===== src/hdl/prescaled_timer_pair_assert.svh =====
// ----------------------------------------------------------------------------
// Assertion macros for the prescaled timer pair
// Implication checks, same cycle and next cycle, on the block clock.
// ----------------------------------------------------------------------------
`ifndef PRESCALED_TIMER_PAIR_ASSERT_SVH
`define PRESCALED_TIMER_PAIR_ASSERT_SVH

// Consequent must hold in the same cycle as the antecedent.
`define PTP_ASSERT_SAME(label, ante, cons) \
   label: assert property (@(posedge clock) disable iff (reset) (ante) |-> (cons)) \
      else $error("prescaled_timer_pair: check failed");

// Consequent must hold in the cycle after the antecedent.
`define PTP_ASSERT_NEXT(label, ante, cons) \
   label: assert property (@(posedge clock) disable iff (reset) (ante) |=> (cons)) \
      else $error("prescaled_timer_pair: check failed");

`endif


===== src/hdl/ptp_pkg.sv =====
// ----------------------------------------------------------------------------
// ptp_pkg
// Types and constants shared by the prescaled timer pair modules.
// ----------------------------------------------------------------------------
package ptp_pkg;

   localparam int unsigned COUNT_W  = 16;
   localparam int unsigned MODE_W   = 6;
   localparam int unsigned LINE_W   = 16;
   localparam int unsigned EIGHTH_W = 4;

   // prescaler periods in ticks
   localparam int unsigned HSYNC_DIV = 2048;
   localparam int unsigned DIV_T2    = 8;

   localparam logic [COUNT_W:0] COUNT_STEP  = (COUNT_W + 1)'(2);
   localparam logic [COUNT_W:0] COUNT_LIMIT = {1'b0, {COUNT_W{1'b1}}};

   // mode bit positions
   localparam int unsigned MODE_SRC_LO = 0;
   localparam int unsigned MODE_SRC_HI = 1;
   localparam int unsigned MODE_IRQ_TG = 2;
   localparam int unsigned MODE_IRQ_OV = 3;
   localparam int unsigned MODE_HIT_TG = 4;
   localparam int unsigned MODE_HIT_OV = 5;

   // timer select codes
   localparam logic [1:0] SEL_TIMER1 = 2'd1;
   localparam logic [1:0] SEL_TIMER2 = 2'd2;

   typedef enum logic [1:0] {
      OP_TICK      = 2'd0,
      OP_WR_MODE   = 2'd1,
      OP_WR_TARGET = 2'd2,
      OP_RD_COUNT  = 2'd3
   } op_type;

   typedef struct packed {
      op_type             operation;
      logic [1:0]         timer_select;
      logic [COUNT_W-1:0] write_value;
   } req_type;

   typedef struct packed {
      logic [COUNT_W-1:0] read_data;
      logic               irq_timer_one;
      logic               irq_timer_two;
   } rsp_type;

   typedef struct packed {
      logic [MODE_W-1:0]  mode;
      logic [COUNT_W-1:0] count;
   } timer_type;

endpackage


===== src/hdl/ptp_timer_step.sv =====
// ----------------------------------------------------------------------------
// ptp_timer_step
// One tick of a counting timer: add, overflow wrap, target match and flags.
// ----------------------------------------------------------------------------
module ptp_timer_step import ptp_pkg::*; (
   input  timer_type          cur_state,
   input  logic [COUNT_W-1:0] target,
   input  logic               add,
   output timer_type          nxt_state,
   output logic               irq
);

   logic [COUNT_W:0]  sum;
   logic [MODE_W-1:0] mode;

   always_comb begin
      sum  = {1'b0, cur_state.count} + (add ? COUNT_STEP : '0);
      mode = cur_state.mode;
      irq  = 1'b0;
      // wrap past 0xFFFE
      if (sum >= COUNT_LIMIT) begin
         mode[MODE_HIT_OV] = 1'b1;
         irq               = mode[MODE_IRQ_OV];
         sum               = '0;
      end
      if (mode[MODE_IRQ_TG] && (target != '0) && (sum >= {1'b0, target})) begin
         mode[MODE_HIT_TG] = 1'b1;
         irq               = 1'b1;
         sum               = '0;
      end
      nxt_state.mode  = mode;
      nxt_state.count = sum[COUNT_W-1:0];
   end

endmodule


===== src/hdl/prescaled_timer_pair.sv =====
// Requests pass the input register, then the response register. Throughput:
// one item per cycle unless rsp_stall holds; timer state is updated in the same
// cycle the item moves from the input register into the response register.
// Every item yields exactly one response.
// Reset: synchronous, active high; clears all counts, targets, modes,
// prescalers and both valid registers. No clearing pass is needed.
// ----------------------------------------------------------------------------
// prescaled_timer_pair
// Timer 1 and timer 2 with optional prescalers, mode and target registers.
// Timer slot 0 never counts and is never observable, so it holds no storage.
// ----------------------------------------------------------------------------
`include "prescaled_timer_pair_assert.svh"

module prescaled_timer_pair import ptp_pkg::*; (
   input  logic    clock,
   input  logic    reset,
   input  logic    req_valid,
   output logic    req_stall,
   input  req_type req_data,
   output logic    rsp_valid,
   input  logic    rsp_stall,
   output rsp_type rsp_data
);

   logic      stg_valid_ff, stg_valid_in;
   req_type   stg_data_ff;
   logic      rsp_valid_ff;
   rsp_type   rsp_data_ff, rsp_data_in;

   timer_type          timer1_ff, timer1_in;
   timer_type          timer2_ff, timer2_in;
   logic [COUNT_W-1:0] target1_ff, target1_in;
   logic [COUNT_W-1:0] target2_ff, target2_in;
   logic [LINE_W-1:0]  line_ff, line_in;
   logic [EIGHTH_W-1:0] eighth_ff, eighth_in;

   logic              out_load;
   logic              fire;
   logic              tick;
   logic              pre1, pre2;
   logic [LINE_W:0]   line_sum;
   logic [EIGHTH_W:0] eighth_sum;
   logic              line_wrap, eighth_wrap;
   logic              add1, add2;
   timer_type         step1, step2;
   logic              irq1, irq2;

   assign out_load  = !rsp_valid_ff || !rsp_stall;
   assign fire      = stg_valid_ff && out_load;
   assign req_stall = stg_valid_ff && !out_load;
   assign rsp_valid = rsp_valid_ff;
   assign rsp_data  = rsp_data_ff;

   assign stg_valid_in = req_stall ? stg_valid_ff : req_valid;

   assign tick = fire && (stg_data_ff.operation == OP_TICK);
   assign pre1 = timer1_ff.mode[MODE_SRC_LO];
   assign pre2 = timer2_ff.mode[MODE_SRC_HI];

   assign line_sum    = {1'b0, line_ff} + (LINE_W + 1)'(1);
   assign line_wrap   = line_sum >= (LINE_W + 1)'(HSYNC_DIV);
   assign eighth_sum  = {1'b0, eighth_ff} + (EIGHTH_W + 1)'(1);
   assign eighth_wrap = eighth_sum >= (EIGHTH_W + 1)'(DIV_T2);
   assign add1        = !pre1 || line_wrap;
   assign add2        = !pre2 || eighth_wrap;

   ptp_timer_step u_step1 (
      .cur_state (timer1_ff),
      .target    (target1_ff),
      .add       (add1),
      .nxt_state (step1),
      .irq       (irq1)
   );

   ptp_timer_step u_step2 (
      .cur_state (timer2_ff),
      .target    (target2_ff),
      .add       (add2),
      .nxt_state (step2),
      .irq       (irq2)
   );

   always_comb begin
      timer1_in   = timer1_ff;
      timer2_in   = timer2_ff;
      target1_in  = target1_ff;
      target2_in  = target2_ff;
      line_in     = line_ff;
      eighth_in   = eighth_ff;
      rsp_data_in = '0;
      if (fire) begin
         case (stg_data_ff.operation)
            OP_TICK: begin
               timer1_in = step1;
               timer2_in = step2;
               if (pre1) begin
                  line_in = line_wrap ? '0 : line_sum[LINE_W-1:0];
               end
               if (pre2) begin
                  eighth_in = eighth_wrap ? '0 : eighth_sum[EIGHTH_W-1:0];
               end
               rsp_data_in.irq_timer_one = irq1;
               rsp_data_in.irq_timer_two = irq2;
            end
            OP_WR_MODE: begin
               // mode write also restarts the count
               if (stg_data_ff.timer_select == SEL_TIMER1) begin
                  timer1_in.mode  = stg_data_ff.write_value[MODE_W-1:0];
                  timer1_in.count = '0;
               end
               if (stg_data_ff.timer_select == SEL_TIMER2) begin
                  timer2_in.mode  = stg_data_ff.write_value[MODE_W-1:0];
                  timer2_in.count = '0;
               end
            end
            OP_WR_TARGET: begin
               if (stg_data_ff.timer_select == SEL_TIMER1) begin
                  target1_in = stg_data_ff.write_value;
               end
               if (stg_data_ff.timer_select == SEL_TIMER2) begin
                  target2_in = stg_data_ff.write_value;
               end
            end
            OP_RD_COUNT: begin
               if (stg_data_ff.timer_select == SEL_TIMER1) begin
                  rsp_data_in.read_data = timer1_ff.count;
               end else if (stg_data_ff.timer_select == SEL_TIMER2) begin
                  rsp_data_in.read_data = timer2_ff.count;
               end
            end
            default: begin
               rsp_data_in = '0;
            end
         endcase
      end
   end

   always_ff @(posedge clock) begin
      if (reset) begin
         stg_valid_ff <= 1'b0;
         rsp_valid_ff <= 1'b0;
         timer1_ff    <= '0;
         timer2_ff    <= '0;
         target1_ff   <= '0;
         target2_ff   <= '0;
         line_ff      <= '0;
         eighth_ff    <= '0;
      end else begin
         stg_valid_ff <= stg_valid_in;
         if (out_load) begin
            rsp_valid_ff <= stg_valid_ff;
         end
         timer1_ff  <= timer1_in;
         timer2_ff  <= timer2_in;
         target1_ff <= target1_in;
         target2_ff <= target2_in;
         line_ff    <= line_in;
         eighth_ff  <= eighth_in;
      end
   end

   // payload registers: load on transfer, hold otherwise
   always_ff @(posedge clock) begin
      if (req_valid && !req_stall) begin
         stg_data_ff <= req_data;
      end
      if (fire) begin
         rsp_data_ff <= rsp_data_in;
      end
   end

   `PTP_ASSERT_SAME(a_no_load_while_held, rsp_valid_ff && rsp_stall, !fire)
   `PTP_ASSERT_NEXT(a_irq_only_on_tick, fire && (stg_data_ff.operation != OP_TICK),
                    !rsp_data_ff.irq_timer_one && !rsp_data_ff.irq_timer_two)
   `PTP_ASSERT_SAME(a_count_below_limit, 1'b1,
                    (timer1_ff.count != {COUNT_W{1'b1}}) && (timer2_ff.count != {COUNT_W{1'b1}}))
   `PTP_ASSERT_SAME(a_line_below_div, 1'b1, {1'b0, line_ff} < (LINE_W + 1)'(HSYNC_DIV))

endmodule

===== config.mk =====
export PLATFORM = sky130hd
export DESIGN_NAME = prescaled_timer_pair
export DESIGN_NICKNAME = d
export VERILOG_FILES = /design/src/hdl/ptp_pkg.sv /design/src/hdl/ptp_timer_step.sv /design/src/hdl/prescaled_timer_pair.sv
export VERILOG_INCLUDE_DIRS = /design/src /design/src/hdl
export SDC_FILE = /design/constraint.sdc
export NUM_CORES = 1
export LEC_CHECK = 0
export BUFFER_PORTS_ARGS = -buffer_cell sky130_fd_sc_hd__buf_2
export CAP_MARGIN = 0
export CELL_PAD_IN_SITES_DETAIL_PLACEMENT = 2
export CELL_PAD_IN_SITES_GLOBAL_PLACEMENT = 2
export CORE_MARGIN = 5
export CORE_UTILIZATION = 41
export DETAILED_ROUTE_END_ITERATION = 12
export PLACE_DENSITY_LB_ADDON = 0.25
export SYNTH_ARGS = -nofsm -noshare
export SYNTH_HDL_FRONTEND = slang
export SYNTH_HIERARCHICAL = 1
export SYNTH_SLANG_ARGS = --single-unit

===== constraint.sdc =====
create_clock -name clock -period 12.3 [get_ports clock]
set_input_delay 1.23 -clock clock [delete_from_list [all_inputs] [get_ports clock]]
set_output_delay 1.23 -clock clock [all_outputs]
set_load 0.005 [all_outputs]

==> key figures, run 1 <==
Outcome
  – Status: completed

Setup path
  – CP arrival: 6.71 ns
  – Launch point of the worst path: line_ff[3]
  – Type of origin of the critical path: flop
  – CP endpoint kind: flop
  – Critical path data required time: 12.64 ns
  – CP Max Fanout: 12
  – Worst r2r path cells: 21
  – Setup Crit Path Kind: flop to flop
  – Start of the worst register-to-register path: line_ff[3]

Floorplan
  – Initial Util: 41.3%
  – Floorplan Core Area: 17800 um2
  – Row Count: 49
  – Die Ht: 144 um
  – Die width: 144 um
  – Num ports: 44
  – Die area: 20700 um2

Clocking
  – Clock sinks: 130
  – Clock tree buffer depth: 2
  – Post_cts resized: 0
  – Clock-pin slew of the registers on the worst-case setup and hold paths: 0.06 ns
  – CTS Buf Count: 17
  – TritonCTS clock tree: yes
  – Clk Latency, worst-skew pair: 0.43 ns
  – CTS hold repair buffers: 0
  – Root buffer cell: clkbuf_16
  – H-tree levels: 4
  – Setup bufs post-CTS: 0

Drt
  – Final ANT Viol Nets: 0
  – First DRT Iteration DRCs: 403
  – Routed len/inst: 21.8 um
  – Final Routed Wirelength: 24800 um
  – Vias per std cell: 5.82
  – DRC violations left: 0
  – Vias after detailed routing: 6615
  – DRT Pass-1 Iters: 4

Timing
  – Fmax: 157 MHz
  – Clk_skew: 0.0147 ns
  – Setup_tns: 0 ns
  – Hold WS: 0.481 ns
  – Setup WS post-layout: 5.93 ns
  – Fin crit period: 6.37 ns
  – RSZ-0062 raised after global routing: false
  – Fin. Hold Viols: 0
  – Final period utilization: 51.8%
  – Max-slew violations: 0
  – Least-Margin Pin Slew: 0.922 ns
  – Max-slew headroom: 38.5%
  – Final setup violating endpoints: 0

Flow run
  – Max-Cap Viols: 0

Hold path
  – Hold_sp: target1_ff[2]
  – WHS Path Cells: 2
  – HP Class: flop to flop

Global route
  – Met2 Use GR: 45.2%
  – Initial antenna violation count: 0
  – Met1 usage: 30.3%
  – GR peak layer: met2
  – Total track usage: 24.9%
  – GRT met3 Usage: 4.20%
  – First-pass GRT wire length: 40100 um
  – Congestion Overflow GR: 0
  – Largest net degree at the start of global routing: 78
  – Vias in the first global route: 7337

Final layout
  – Final non-filler cell area: 8220 um2
  – Fin util: 46.1%
  – Most common cell after layout, fill and taps aside: nor2_1
  – Antenna diode count: 0
  – Layout cells sized above 1: 12.9%
  – Post-route non-filler standard cell count: 1136
  – Nets: 957
  – Layout area overhead: 11.6%
  – Most frequent cells in the layout: nor2_1 (116), nand3_1 (96), nand2_1 (95)

Place
  – DP Area: 7650 um2
  – RePlAce Congestion: 0.868
  – Inst Count DP: 1104
  – Dpl ws: 6.19 ns
  – Port Buffer Count: 43
  – DP Wirelength: 17600 um

Pwr
  – Leakage: 2.94 nW
  – PD cells: 122 nW/um2
  – Peak VDD IR: 0.0000955 V
  – Pwr Total: 1.00 mW

Yosys
  – Syn. warnings: 6
  – Mapped Area: 7370 um2
  – Synth Net Count: 945
  – Avg Inst Size Synth: 8.35 um2
  – Mapped Cells: 882
## state kept, by name (all words and copies together), names as in the netlist, 4 cells and up
name,cells
stg_data_ff,20
rsp_data,18
timer1_ff,18
timer2_ff,18
line_ff,16
target1_ff,16
target2_ff,16
eighth_ff,4
## worst max-delay path, stage by stage, from the launching register on
cell      delay (ns)
dfxtp_1         0.41
nand4_1         0.27
nor4_1          0.46
mux2i_1         0.36
nand4_1         0.20
ha_1            0.31
ha_1            0.31
inv_1           0.18
nor4_1          0.09
o311ai_0        0.62
nor2_1          0.16
nor4b_2         0.45
nor2_1          0.13
ha_1            0.33
nand4_1         0.15
o41ai_1         0.09
and2_1          0.16
o41ai_1         0.72
nand3_2         0.39
nor2_1          0.20
nand3_1         0.10
a21oi_1         0.19
## where the power goes
| part | total [mW] | switching, mW | internal [mW] |
|---|---|---|---|
| Clock | 0.498 | 0.203 | 0.295 |
| Combinational | 0.0481 | 0.0333 | 0.0148 |
| Sequential | 0.458 | 0.00750 | 0.450 |
| Total | 1.00 | 0.244 | 0.760 |
## cell type report
class                      count  area, um2
fill                        1949       9620
sequential                   130       2980
timing repair buffer          50        268
clock buffer                  21        470
multi-input combinational    652       3950
tap                          229        287
inverter                      43        161
clock inverter                11        104
## worst paths after layout
kind	endpoint	slack, ns
worst max-delay path	timer1_ff[13]	5.93
worst max register to register	timer1_ff[13]	5.93
worst min register to register	target1_ff[2]	0.48
worst min-delay path	target1_ff[2]	0.48
## layer usage
metal,share of wire (%),vias to the layer above
met5,0,-
met4,1.8,0
met3,3.7,35
met2,52,134
met1,43,3321
li1,-,3125
Note: power is estimated with default switching activity, not from simulation.
==> run 2: changes to the inputs <==
--- a/config.mk
+++ b/config.mk
@@ -6,12 +6,13 @@
 export SDC_FILE = /design/constraint.sdc
 export NUM_CORES = 1
 export LEC_CHECK = 0
+export ABC_AREA = 1
 export BUFFER_PORTS_ARGS = -buffer_cell sky130_fd_sc_hd__buf_2
 export CAP_MARGIN = 0
 export CELL_PAD_IN_SITES_DETAIL_PLACEMENT = 2
 export CELL_PAD_IN_SITES_GLOBAL_PLACEMENT = 2
 export CORE_MARGIN = 5
-export CORE_UTILIZATION = 41
+export CORE_UTILIZATION = 36
 export DETAILED_ROUTE_END_ITERATION = 12
 export PLACE_DENSITY_LB_ADDON = 0.25
 export SYNTH_ARGS = -nofsm -noshare
==> constraint.sdc (replaced) <==
create_clock -name clock -period 6.1 [get_ports clock]
set_input_delay 0.61 -clock clock [delete_from_list [all_inputs] [get_ports clock]]
set_output_delay 0.61 -clock clock [all_outputs]
set_load 0.005 [all_outputs]
==> run 2 against run 1 <==
Effect of this change: critical path depth is 11 higher; synthesized cell count is 21% higher; clock-buffer cell count is 4 lower; clock power is 110% higher; cell count is 21% higher; global-route usage is 3.3 points lower; worst setup slack worse by 5.2 ns; hold slack worse by 0.13 ns; largest power group unchanged; highest routed layer unchanged.
==> key figures, run 2 <==
Setup path
  – CP peak stage delay: 0.71 ns (was 0.72 ns)
  – CP arrival: 5.67 ns (was 6.71 ns)
  – Critical path data required time: 6.36 ns (was 12.64 ns)
  – Type of origin of the critical path: flop (unchanged)
  – Slowest CP cell: a21oi_2 (was o41ai_1)
  – CP endpoint kind: flop (unchanged)
  – CP Max Fanout: 17 (was 12)
  – Launch point of the worst path: line_ff[0] (was line_ff[3])
  – Start of the worst register-to-register path: line_ff[0] (was line_ff[3])
  – Worst r2r path cells: 32 (was 21)
  – Worst r2r dst: timer1_ff[2] (was timer1_ff[13])
  – Reg-to-reg slack, setup: 0.69 ns (was 5.93 ns)
  – Setup Crit Path Kind: flop to flop (unchanged)
  – Setup crit end: timer1_ff[2] (was timer1_ff[13])
  – Most frequent CP cell: nand2_1

Timing
  – Fin. Hold Viols: 0 (unchanged)
  – Final period utilization: 88.7% (was 51.8%)
  – Fmax: 185 MHz (was 157 MHz)
  – Least-Margin Pin Slew: 0.937 ns (was 0.922 ns)
  – Final setup violating endpoints: 0 (unchanged)
  – Max-slew violations: 0 (unchanged)
  – RSZ-0062 raised after global routing: false (unchanged)
  – Setup_tns: 0 ns (unchanged)
  – Clk_skew: 0.0147 ns (about the same)
  – Max-slew headroom: 37.6% (was 38.5%)
  – Fin crit period: 5.41 ns (was 6.37 ns)

Floorplan
  – Row Count: 53 (was 49)
  – Die area: 24400 um2 (was 20700 um2)
  – Initial Util: 36.6% (was 41.3%)
  – Num ports: 44 (unchanged)
  – Die Ht: 156 um (was 144 um)
  – Die width: 156 um (was 144 um)
  – Floorplan Core Area: 21000 um2 (was 17800 um2)

Final layout
  – Largest reg by FF count: stg_data_ff (unchanged)
  – Most frequent cells in the layout: nand2_1 (232), nor2_1 (141), inv_1 (128) (was nor2_1 (116), nand3_1 (96), nand2_1 (95))
  – Nets: 1155 (was 957)
  – Most common cell after layout, fill and taps aside: nand2_1 (was nor2_1)
  – Fin util: 41.1% (was 46.1%)
  – Antenna diode count: 0 (unchanged)
  – Max FFs per register: 20 (unchanged)
  – Layout area overhead: 12.4% (was 11.6%)
  – Layout cells sized above 1: 14.8% (was 12.9%)

Clocking
  – Clock sinks: 130 (unchanged)
  – Clock-pin slew of the registers on the worst-case setup and hold paths: 0.07 ns (was 0.06 ns)
  – H-tree levels: 4 (unchanged)
  – Root buffer cell: clkbuf_16 (unchanged)
  – CTS Buf Count: 17 (unchanged)
  – CTS hold repair buffers: 0 (unchanged)
  – Clock tree buffer depth: 2 (unchanged)
  – TritonCTS clock tree: yes (unchanged)
  – Post_cts resized: 0 (unchanged)
  – Clk Latency, worst-skew pair: 0.43 ns (about the same)
  – Setup bufs post-CTS: 0 (unchanged)

Yosys
  – Synth Net Count: 1131 (was 945)
  – Mapped Cells: 1068 (was 882)
  – Mapped Area: 7690 um2 (was 7370 um2)
  – Avg Inst Size Synth: 7.20 um2 (was 8.35 um2)
  – Syn. warnings: 6 (unchanged)

Drt
  – DRT Pass-1 Iters: 4 (unchanged)
  – Routed len/inst: 18.5 um (was 21.8 um)
  – Final Routed Wirelength: 25500 um (was 24800 um)
  – Vias per std cell: 5.17 (was 5.82)
  – Vias after detailed routing: 7129 (was 6615)
  – First DRT Iteration DRCs: 306 (was 403)
  – DRC violations left: 0 (unchanged)
  – Final ANT Viol Nets: 0 (unchanged)

Flow run
  – Max-Cap Viols: 0 (unchanged)

Hold path
  – HP Class: input pin to flop (was flop to flop)

Pwr
  – Peak VDD IR: 0.000176 V (was 0.0000955 V)
  – PD cells: 241 nW/um2 (was 122 nW/um2)
  – Leakage: 3.60 nW (was 2.94 nW)

Global route
  – Vias in the first global route: 7726 (was 7337)
  – Congestion Overflow GR: 0 (unchanged)
  – First-pass GRT wire length: 41500 um (was 40100 um)
  – Initial antenna violation count: 0 (unchanged)
  – Total track usage: 21.6% (was 24.9%)
  – Largest net degree at the start of global routing: 43 (was 78)

Place
  – Port Buffer Count: 43 (unchanged)
  – DP Wirelength: 19000 um (was 17600 um)
  – RePlAce Congestion: 0.847 (was 0.868)

Outcome
  – Status: completed (unchanged)
-- run 2: how the worst min path moves through the flow --
stage	from	endpoint	slack, ns	depth (start not counted)
4_1_cts	req_data[8]	stg_data_ff[8]	0.33	1
3_3_place_gp	eighth_ff[3]	eighth_ff[3]	0.46	2
6_report	req_data[8]	stg_data_ff[8]	0.35	1
2_1_floorplan	eighth_ff[3]	eighth_ff[3]	0.44	2
5_1_grt	req_data[3]	stg_data_ff[3]	0.34	1
3_5_place_dp	eighth_ff[3]	eighth_ff[3]	0.47	2
-- run 2: worst max-delay path: cells and delay by family (launching register included) --
kind,cells,cell delay (ns)
AOI/OAI and AO/OA,2,0.78
adders and majority gates,4,0.98
buffers and inverters,3,0.25
DFF,1,0.40
and+or+nand+nor,23,2.81
-- run 2: layer usage --
metal | vias up | GRT usage, % | routed length (um) | part of all wire (%)
met4 | 0 | 6.03 | 395 | 1.5
li1 | 3509 | - | - | -
met5 | - | 0 | 0 | 0
met1 | 3487 | 27.5 | 11800 | 46
met2 | 100 | 38.2 | 12600 | 50
met3 | 33 | 2.94 | 662 | 2.6
-- run 2: power by group --
group / leakage (nW) / internal [mW] / total [mW] / switching [mW]
combinational: 2.21 / 0.0326 / 0.109 / 0.0765
clock: 0.284 / 0.638 / 1.05 / 0.410
sequential: 1.10 / 0.910 / 0.924 / 0.0143
-- run 2: cell type report --
cell class,instances,area (um2)
Clock buffer,17,425
Multi-Input combinational cell,753,3950
Tap cell,275,344
Sequential cell,130,2980
Clock inverter,15,166
Fill cell,2536,12400
Inverter,144,541
Timing Repair Buffer,46,238
-- run 2: per-stage QoR --
stage,hold slack [ns],worst slack [ns],std cells,cell area [um2],power [mW]
4_1_cts,0.335,0.635,1380,8650,2.11
2_1_floorplan,0.437,2.11,1068,7690,1.01
3_5_place_dp,0.465,0.774,1348,8060,1.05
3_3_place_gp,0.455,1.04,1348,8060,1.05
5_1_grt,0.337,0.275,1380,8650,2.16
6_report,0.348,0.691,1380,8650,2.08
